--- src/rtl/core/lfc_ram.sv ---
`default_nettype none
// ----------------------------------------------------------------------------
// Generic single-port RAM
// One write or read per cycle; read data is registered.
// ----------------------------------------------------------------------------
module lfc_ram #(
  parameter int unsigned WIDTH = 8,
  parameter int unsigned DEPTH = 64
) (
  input  wire logic                     clk,
  input  wire logic                     we,
  input  wire logic [$clog2(DEPTH)-1:0] addr,
  input  wire logic [WIDTH-1:0]         wdata,
  output logic      [WIDTH-1:0]         rdata
);

  logic [WIDTH-1:0] mem [DEPTH];

  always_ff @(posedge clk) begin
    if (we) begin
      mem[addr] <= wdata;
    end
    rdata <= mem[addr];
  end

endmodule : lfc_ram
`default_nettype wire

--- config.mk ---
export PLATFORM = sky130hd
export DESIGN_NAME = lfc_ram
export DESIGN_NICKNAME = d
export VERILOG_FILES = /design/src/rtl/core/lfc_ram.sv
export SDC_FILE = /design/constraint.sdc
export NUM_CORES = 1
export LEC_CHECK = 0
export ABC_AREA = 1
export BUFFER_PORTS_ARGS = -buffer_cell sky130_fd_sc_hd__buf_4
export CORE_UTILIZATION = 45
export DETAILED_ROUTE_END_ITERATION = 6
export PLACE_DENSITY = 0.68
export SLEW_MARGIN = 20
export SYNTH_ARGS = -nofsm -noshare
export SYNTH_HDL_FRONTEND = slang
export SYNTH_SLANG_ARGS = --single-unit
--- constraint.sdc ---
create_clock -name clk -period 2.65 [get_ports clk]
set_clock_uncertainty 0.15 [all_clocks]
set_input_delay 0.265 -clock clk [delete_from_list [all_inputs] [get_ports clk]]
set_output_delay 0.265 -clock clk [all_outputs]
set_load 0.02 [all_outputs]
-- Yosys cells after proc, flatten, opt, wreduce, memory -nomap -nowiden
Memories as Yosys holds them, arrays and structs flattened. A register that Yosys moved wholly into a read port is not among the register bits.
Index checks and enable logic that the tools add are counted.
- muxes and demuxes: 2
- operators with widths (kind ; number):
    $mux W1 ; 2
- memories kept: 1
- bits of input ports: 16
- memory bits (writable): 512
- flip-flop bits (word level): 0
- memories (name ; depth ; width ; read ports ; clocked after memory_dff ; write ports ; RTL line ; source):
    mem ; 64 ; 8 ; 1 ; 1 ; 1 ; 17 ; logic [WIDTH-1:0] mem [DEPTH];

-- Logic depth before layout (Yosys ltp)
Gate-level depths: netlist of run 1.
- depth after elaboration: 2
- gate-level depth with buffers: 13

-- Worst setup path before layout of run 1
OpenSTA, ideal clock, no wires.
- kind: input to register
- start: input port addr[3]
- end: memory mem[41][0] (enable)
- stages on the path: 5
- buffers on the path: 1
- slack: 0.266 ns
- setup time: 0.395 ns
- data required time: 2.105 ns
- arrival time: 1.839 ns
- cells stage by stage: buf_2 > inv_2 > nor3_2 > inv_2 > nor4_1
- RTL lines (item ; RTL line ; source):
    start: declaration ; 12 ; input wire logic [$clog2(DEPTH)-1:0] addr,
    end: declaration ; 17 ;
Straight into the memory's write port.

-- Worst setup path in the final report of run 1
- start: input port addr[0]
- end: memory mem[30][3] (enable)
Straight into the memory's write port.

==> results.sh, run 1 <==
export IMPL_slew_headroom=0.4264
export IMPL_vias=14840
export IMPL_ir_drop_uv=525.7
export IMPL_cp_top_family="simple AND/OR/NAND/NOR gates"
export IMPL_dieArea_mm2=0.04988
export IMPL_hold_class="input port to flip-flop"
export IMPL_grt_use_met1=0.2970
export IMPL_grt_pass1_wl_mm=82.66
export IMPL_synth_edf_count=512
export IMPL_cts_tree="done"
export IMPL_synthTopCellsByArea="edfxtp_1 70%, nand2_1 24%, nor2_1 1.5%, buf_2 1.2%, buf_6 0.77%"
export IMPL_synthesis_area_mm2=0.02204
export IMPL_p_leak_nw=10.43
export IMPL_drive_above_1_share=0.09258
export IMPL_synth_most_common_cell="nand2_1"
export IMPL_gr_total_overflow=0
export IMPL_antenna_found_initial=0
export IMPL_reg2reg_slack_ns=1.13
export IMPL_die_w_um=223.3
export IMPL_insertion_delay_ns=0.59
export IMPL_cts_path_max_buffers=3
export IMPL_yosysTopAreaCellShare=0.6974
export IMPL_fin_tns_setup_ns=0
export IMPL_netlist_top_cells_count="1384 x nand2_1, 512 x edfxtp_1, 87 x nor2_1, 52 x buf_2, 25 x inv_1"
export IMPL_drv_cap=0
export IMPL_final_hold_viol_count=0
export IMPL_coreArea_mm2=0.04805
export IMPL_drt_iter0_markers=1550
export IMPL_gp_congestion=0.9727
export IMPL_wl_per_cell_um=18.30
export IMPL_via_per_inst=5.110
export IMPL_clkTransAtPathRegs_ns=0.06
export IMPL_busiest_layer="met2"
export IMPL_status="finished clean"
export IMPL_cp_end_kind="flip-flop"
export IMPL_cp_num_buf_inv=3
export IMPL_die_h_um=223.3
export IMPL_crit_fanout=31
export IMPL_ant_nets=0
export IMPL_yosys_warnings=0
export IMPL_final_core_util=0.5169
export IMPL_rsz0062_at_grt="false"
export IMPL_grtUsageTotal=0.2172
export IMPL_cts_buffers=52
export IMPL_ys_ff_latch=520
export IMPL_syn2layout_area_growth_pct=12.65
export IMPL_period_needed_ns=1.708
export IMPL_syn_avg_cell_area_um2=10.17
export IMPL_htree_levels=2
export IMPL_setup_viol_count_final=0
export IMPL_start_kind="input port"
export IMPL_synthArstFlopShare=0
export IMPL_cp_cell_sequence="clkbuf_8 > inv_6 > nand4_1 > nor2_1 > buf_4"
export IMPL_critPathKind="input port to flip-flop"
export IMPL_numPortBuffers=23
export IMPL_synth_nets=2183
export IMPL_cts_resized_gates=0
export IMPL_holdWs_ns=0.1261
export IMPL_start_util=0.4588
export IMPL_fin_cells=2905
export IMPL_n_antenna_cell=0
export IMPL_grt_pass1_vias=14400
export IMPL_dpl_cell_count=2809
export IMPL_met2_usage=0.3463
export IMPL_ys_seq_area_frac=0.7047
export IMPL_nets=2264
export IMPL_dr_pass1_iters=6
export IMPL_cts_hold_buf=0
export IMPL_p_per_area_mw_per_mm2=684.4
export IMPL_cts_setup_buffers=0
export IMPL_slew_violations=0
export IMPL_cpPeakStageDelay_ns=0.44
export IMPL_grt_max_degree=121
export IMPL_fmax_mhz=585.3
export IMPL_clkSinkCount=520
export IMPL_yosysTopAreaCell="edfxtp_1"
export IMPL_root_buffer="clkbuf_16"
export IMPL_drc=0
export IMPL_cp_arrival_ns=1.84
export IMPL_synth_flop_cell="edfxtp_1"
export IMPL_syn_instance_count=2167
export IMPL_wl_mm=53.16
export IMPL_hpwl_mm=30.89
export IMPL_required_ns=2.79
export IMPL_worstMarginPinSlew_ns=0.8604
export IMPL_met3_usage=0.04478
export IMPL_ios=24
export IMPL_rows=80
export IMPL_synth_cell_types=22
export IMPL_fin_crit_sh=0.6447
export IMPL_crit_slowest_cell="nor2_1"
## state kept, by name, indices dropped and copies added (netlist names)
signal	cells
mem	512
rdata	8
## worst paths after layout
path,cells past startpoint,end,start
max,5,mem[30][3],addr[0]
min reg2reg,6,rdata[6],mem[31][6]
max reg2reg,10,rdata[0],mem[46][0]
min,1,mem[0][7],wdata[7]
## area by class of cell
| cell class | instances | area (um^2) |
|---|---|---|
| clock inverters | 26 | 141.4 |
| fillers | 4186 | 23210 |
| flip-flops and latches | 520 | 15530 |
| inverters | 30 | 118.9 |
| repair buffers | 128 | 1055 |
| clock buffers | 70 | 1400 |
| well taps | 615 | 769.5 |
| multi-input cells | 1516 | 5814 |
## cells in the final DEF, fill, tap and decap left out, types with 12 or more instances in the layout
master	Yosys	routed
nand2_1	1384	1384
edfxtp_1	512	512
buf_4	7	120
nor2_1	87	87
clkbuf_16	0	53
inv_1	25	25
clkbuf_1	23	16
clkinv_1	1	14
nand3_1	13	13
clkinv_2	0	12
## metrics by stage
step,setup slack (ns),power [mW],area [um^2]
detailed placement,0.3668,10.40,23290
global placement,0.3660,10.38,23290
CTS,0.9954,17.13,24830
global route,0.7897,17.56,24830
finish,0.9415,17.00,24830
floorplan,0.2664,9.939,22040
## cell families (layout without fill, tap and decap cells)
family | count (synthesis) | after routing | share of synthesized area
AND/OR/NAND/NOR | 1504 | 1504 | 0.2605
AO/OA/AOI/OAI | 12 | 12 | 0.003292
buffers and inverters | 131 | 254 | 0.03156
flip-flops | 520 | 520 | 0.7047
## layer usage
layer | wire (um) | part of all wire | vias to the layer above
met5 | 0 | 0 | -
li1 | - | - | 7165
met1 | 22650 | 0.43 | 7067
met4 | 1486 | 0.028 | 0
met3 | 4293 | 0.081 | 94
met2 | 24730 | 0.47 | 518
## report_power, final
part | internal, mW | total [mW] | switching, mW
registers | 9.11 | 9.14 | 0.0310
logic | 0.282 | 1.09 | 0.805
clock network | 3.78 | 6.77 | 2.99
No activity file was read; power rests on OpenSTA's default activity.
==> inputs of run 2 (changes only) <==
Settings changed: PLACE_DENSITY 0.68 to 0.7.
Clock period 2.65 ns to 1.4 ns, I/O delays scaled along.
==> run 2 against run 1 <==
Effect of this change:
- the flow now finishes with violations (setup timing)
- core utilization increased by 3.5 points
- cell count increased by 2.7%
- global-route usage increased by 0.96 points
- wire length increased by 3.6%
- register-to-register slack got worse by 1.2 ns
- worst setup slack got worse by 0.97 ns
- clock-buffer cell count increased by 10
- final area increased by 6.7%
- sequential power increased by 89%
- critical endpoint is now rdata[1]
- largest power group unchanged
==> results.sh, run 2 (synthesis results as in run 1) <==
export IMPL_drive_above_1_share=0.1731
export IMPL_worstMarginPinSlew_ns=0.8661
export IMPL_grtUsageTotal=0.2268
export IMPL_fin_tns_setup_ns=-0.07968
export IMPL_final_common_cell="nand2_1"
export IMPL_final_hold_viol_count=0
export IMPL_p_per_area_mw_per_mm2=1277
export IMPL_crit_fanout=1
export IMPL_final_cell_area_mm2=0.02651
export IMPL_numPortBuffers=23
export IMPL_slew_violations=0
export IMPL_cp_arrival_ns=1.76
export IMPL_swShare=0.2199
export IMPL_coreArea_mm2=0.04805
export IMPL_drt_iter0_markers=1417
export IMPL_cts_tree="done"
export IMPL_die_h_um=223.3
export IMPL_gp_congestion=0.8845
export IMPL_setup_ws_ns=-0.02590
export IMPL_clkTransAtPathRegs_ns=0.06
export IMPL_cp_cell_sequence="nand2_1 > nand2_1 > nand2_1 > nand2_1 > nand2_1 > nand2_1 > nand2_1 > nand2_2 > nor2_4 > nand2_1"
export IMPL_period_needed_ns=1.426
export IMPL_cts_path_max_buffers=3
export IMPL_wl_per_cell_um=18.46
export IMPL_cp_end_kind="flip-flop"
export IMPL_ant_nets=0
export IMPL_vias=15270
export IMPL_die_w_um=223.3
export IMPL_top_regs="mem x512, rdata x8"
export IMPL_clockPowerShare=0.415
export IMPL_hpwl_mm=33.91
export IMPL_wl_mm=55.09
export IMPL_syn2layout_area_growth_pct=20.23
export IMPL_start_util=0.4588
export IMPL_setup_viol_count_final=5
export IMPL_required_ns=1.73
export IMPL_largest_register_ffs=512
export IMPL_crit_slowest_cell="edfxtp_1"
export IMPL_antenna_found_initial=0
export IMPL_fin_crit_sh=1.019
export IMPL_final_core_util=0.5517
export IMPL_grt_max_degree=65
export IMPL_via_per_inst=5.117
export IMPL_n_antenna_cell=0
export IMPL_root_buffer="clkbuf_16"
export IMPL_insertion_delay_ns=0.59
export IMPL_holdWs_ns=0.01552
export IMPL_ios=24
export IMPL_grt_pass1_vias=15230
export IMPL_cts_buffers=52
export IMPL_p_leak_nw=11.08
export IMPL_gr_total_overflow=0
export IMPL_clkSinkCount=520
export IMPL_seqPwrFrac=0.512
export IMPL_critPathKind="flip-flop to flip-flop"
export IMPL_p_int_mw=26.40
export IMPL_cts_setup_buffers=0
export IMPL_violations="setup timing"
export IMPL_placed_area_mm2=0.02457
export IMPL_cp_top_family="simple AND/OR/NAND/NOR gates"
export IMPL_cp_num_buf_inv=0
export IMPL_dieArea_mm2=0.04988
export IMPL_layout_common_cells="1342 x nand2_1, 512 x edfxtp_1, 166 x buf_4"
export IMPL_drv_cap=0
export IMPL_rsz0062_at_grt="true"
export IMPL_cpPeakStageDelay_ns=0.37
export IMPL_fmax_mhz=701.3
export IMPL_rows=80
export IMPL_start_kind="flip-flop"
export IMPL_ir_drop_uv=938.2
export IMPL_switchingPower_mw=7.443
export IMPL_critPathMostFrequentCell="nand2_1"
export IMPL_nets=2343
export IMPL_htree_levels=2
export IMPL_slew_headroom=0.4226
export IMPL_drc=0
export IMPL_regMostFlops="mem"
export IMPL_status="complete, but fails checks"
export IMPL_grt_pass1_wl_mm=85.90
export IMPL_dr_pass1_iters=6
export IMPL_pwr_share_comb=0.074
export IMPL_hold_class="input port to flip-flop"
## run 2: cell types whose count changed in the layout (fill, tap and decap cells not counted), sizes merged
cell	previous run	this run
buf	127	205
clkinv	26	11
clkbuf	71	81
bufinv	1	5
inv	28	30
clkinvlp	1	0
dlygate4sd3	0	1
## run 2: final cells by class
cell class	instances	area, um^2
inverter	30	145.1
tap	615	769.5
clock inverter	16	200.2
multi-input combinational	1516	6322
sequential	520	15550
fill	3962	21540
timing repair buffer	207	1998
clock buffer	80	1518
## run 2: worst paths after layout
path / startpoint / end / slack, ns / cells after the start
worst max register to register: mem[0][1] / rdata[1] / -0.03 / 10
worst max-delay path: mem[0][1] / rdata[1] / -0.03 / 10
worst min-delay path: wdata[7] / mem[48][7] / 0.02 / 1
worst min register to register: mem[42][6] / rdata[6] / 0.55 / 6
## run 2: worst reg2reg max path, cell delays in order (launching register included)
cell and delay, ns:
edfxtp_1 0.37, nand2_1 0.09, nand2_1 0.06, nand2_1 0.06, nand2_1 0.07, nand2_1 0.06
nand2_1 0.05, nand2_1 0.07, nand2_2 0.08, nor2_4 0.18, nand2_1 0.07
## run 2: metal layers
layer,GRT usage,vias to the layer above,wire length (um)
li1,-,7332,-
met1,0.3067,7288,23300
met2,0.3705,544,25870
met3,0.03530,105,3993
met4,0.08617,0,1920
met5,0,-,0
## run 2: repair_timing
item,CTS,global route
gates resized for setup,43,36
cloned,0,0
hold buffers,1,0
hold endpoints to repair,46,0
pin swaps,19,40
setup endpoints to repair,15,11
## run 2: power by group through the flow
stage          combinational, mW  sequential, mW  clock [mW]
6_report                    2.49            17.3        14.0
3_3_place_gp                2.37            17.6           0
2_1_floorplan               1.28            17.6           0
3_5_place_dp                2.40            17.6           0
5_1_grt                     2.74            17.3        14.7
4_1_cts                     2.46            17.3        14.2
## run 2: through the flow
| step | power (mW) | instances | setup slack, ns |
|---|---|---|---|
| 2_1_floorplan | 18.92 | 2167 | -0.4119 |
| 3_3_place_gp | 20.00 | 2888 | -0.6294 |
| 3_5_place_dp | 20.04 | 2888 | -0.6238 |
| 4_1_cts | 33.95 | 2984 | -0.02312 |
| 5_1_grt | 34.77 | 2984 | -0.1066 |
| 6_report | 33.85 | 2984 | -0.02590 |
==> inputs of run 3 (changes only) <==
Settings changed: PLACE_DENSITY 0.7 to 0.68.
Clock period 1.4 ns to 1.7 ns, I/O delays scaled along.
==> run 3 against run 2 <==
Effect of this change:
- the run now ends clean
- via count is 1.5% higher
- worst hold slack better by 0.071 ns
- global-route usage is 0.21 points higher
- worst setup slack better by 0.094 ns
==> results.sh, run 3 (synthesis results as in run 1) <==
export IMPL_status="finished clean"
export IMPL_wl_mm=56.22
export IMPL_dr_pass1_iters=6
export IMPL_ant_nets=0
export IMPL_largest_register_ffs=512
export IMPL_r2r_cells=10
export IMPL_die_h_um=223.3
export IMPL_hold_class="input port to flip-flop"
export IMPL_ir_drop_uv=780.2
export IMPL_grt_pass1_wl_mm=86.89
export IMPL_cts_buffers=52
export IMPL_htree_levels=2
export IMPL_grt_max_degree=65
export IMPL_start_util=0.4588
export IMPL_p_per_area_mw_per_mm2=1047
export IMPL_final_common_cell="nand2_1"
export IMPL_antenna_found_initial=0
export IMPL_cts_resized_gates=0
export IMPL_ios=24
export IMPL_fin_tns_setup_ns=0
export IMPL_cts_path_max_buffers=3
export IMPL_n_antenna_cell=0
export IMPL_wl_per_cell_um=18.81
export IMPL_worstHoldEndpoint="mem[55][5]"
export IMPL_critPathKind="flip-flop to flip-flop"
export IMPL_period_needed_ns=1.631
export IMPL_reg2reg_from="mem[46][1]"
export IMPL_coreArea_mm2=0.04805
export IMPL_drv_cap=0
export IMPL_cts_setup_buffers=0
export IMPL_slew_headroom=0.4434
export IMPL_root_buffer="clkbuf_16"
export IMPL_insertion_delay_ns=0.59
export IMPL_cp_arrival_ns=1.95
export IMPL_regMostFlops="mem"
export IMPL_cp_end_kind="flip-flop"
export IMPL_top_regs="mem x512, rdata x8"
export IMPL_hold_path_startpoint="wdata[5]"
export IMPL_rows=80
export IMPL_holdWs_ns=0.08667
export IMPL_grt_pass1_vias=15000
export IMPL_dieArea_mm2=0.04988
export IMPL_clkTransAtPathRegs_ns=0.06
export IMPL_via_per_inst=5.184
export IMPL_drt_iter0_markers=1721
export IMPL_finalPower_mw=27.28
export IMPL_required_ns=2.01
export IMPL_r2r_end="rdata[1]"
export IMPL_cts_hold_buf=7
export IMPL_hpwl_mm=35.57
export IMPL_fin_crit_sh=0.9597
export IMPL_reg2reg_slack_ns=0.07
export IMPL_cts_tree="done"
export IMPL_numPortBuffers=23
export IMPL_fmax_mhz=613.0
export IMPL_slew_violations=0
export IMPL_layout_common_cells="1384 x nand2_1, 512 x edfxtp_1, 174 x buf_4"
export IMPL_grtUsageTotal=0.2290
export IMPL_gr_total_overflow=0
export IMPL_final_hold_viol_count=0
export IMPL_gp_congestion=0.8852
export IMPL_vias=15490
export IMPL_min_path_cells=1
export IMPL_clkSinkCount=520
export IMPL_drc=0
export IMPL_drive_above_1_share=0.1323
export IMPL_setup_viol_count_final=0
export IMPL_rsz0062_at_grt="false"
export IMPL_die_w_um=223.3
export IMPL_p_leak_nw=11.02
export IMPL_crit_fanout=1
export IMPL_start_kind="flip-flop"
export IMPL_syn2layout_area_growth_pct=18.17
export IMPL_worstMarginPinSlew_ns=0.8349
export IMPL_nets=2352
==> run 3: cell types whose count changed in the layout (fill, tap and decap cells not counted), moves of 5 or more <==
cell	delta
dlygate4sd3_1	+6
dfxtp_1	+6
nor2_2	-8
nand2_1	+42
clkinv_1	+5
inv_1	+8
buf_4	+8
nor2_1	+34
nor2_4	-26
inv_4	-5
clkbuf_1	-6
nand2_2	-40
buf_6	-6
==> run 3: report_power, final <==
| group | switching (mW) | internal, mW | total (mW) |
|---|---|---|---|
| sequential | 0.0508 | 14.2 | 14.2 |
| clock | 4.64 | 6.44 | 11.1 |
| combinational | 1.34 | 0.624 | 1.97 |
==> run 3: worst max-delay path, stage by stage, from the launching register on <==
cell,delay [ns]
edfxtp_1,0.38
nand2_1,0.08
nand2_1,0.05
nand2_1,0.05
nand2_1,0.07
nand2_1,0.06
nand2_1,0.05
nand2_1,0.08
nand2_1,0.13
nor2_1,0.32
nand2_1,0.08
==> run 3: cell type report <==
| cell class | instances | area (um^2) |
|---|---|---|
| clock inverter | 20 | 167.7 |
| clock buffer | 72 | 1468 |
| sequential | 520 | 15530 |
| inverter | 30 | 121.4 |
| fill | 4081 | 21990 |
| multi-input combinational | 1516 | 5919 |
| timing repair buffer | 216 | 2071 |
| tap | 615 | 769.5 |
==> run 3: per-layer routing <==
metal / wire [um] / vias up / global-route usage / share of wire
met3: 4197 / 94 / 0.03385 / 0.075
met1: 23890 / 7452 / 0.3170 / 0.42
met2: 26780 / 610 / 0.3771 / 0.48
li1: - / 7338 / - / -
met4: 1345 / 0 / 0.06496 / 0.024
met5: 0 / - / 0 / 0
==> run 3: worst max-delay path by stage <==
stage	start	end	slack, ns	cells past startpoint
6_report	mem[46][1]	rdata[1]	0.07	10
3_5_place_dp	addr[0]	rdata[1]	-0.29	14
2_1_floorplan	addr[1]	mem[14][0]	-0.21	5
4_1_cts	rdata[4]	rdata[4]	0.12	1
3_3_place_gp	addr[0]	rdata[1]	-0.29	14
5_1_grt	mem[44][1]	rdata[1]	0.006	10
==> run 3: stage by stage <==
| stage | setup slack (ns) | cell area (um^2) | utilization | cells |
|---|---|---|---|---|
| after CTS | 0.1164 | 26050 | 0.5422 | 2989 |
| after global routing | 0.006060 | 26050 | 0.5422 | 2989 |
| after global placement | -0.2855 | 24350 | 0.5067 | 2890 |
| final | 0.06855 | 26050 | 0.5422 | 2989 |
| after floorplan | -0.2138 | 22160 | - | 2167 |
| after detailed placement | -0.2887 | 24350 | 0.5067 | 2890 |
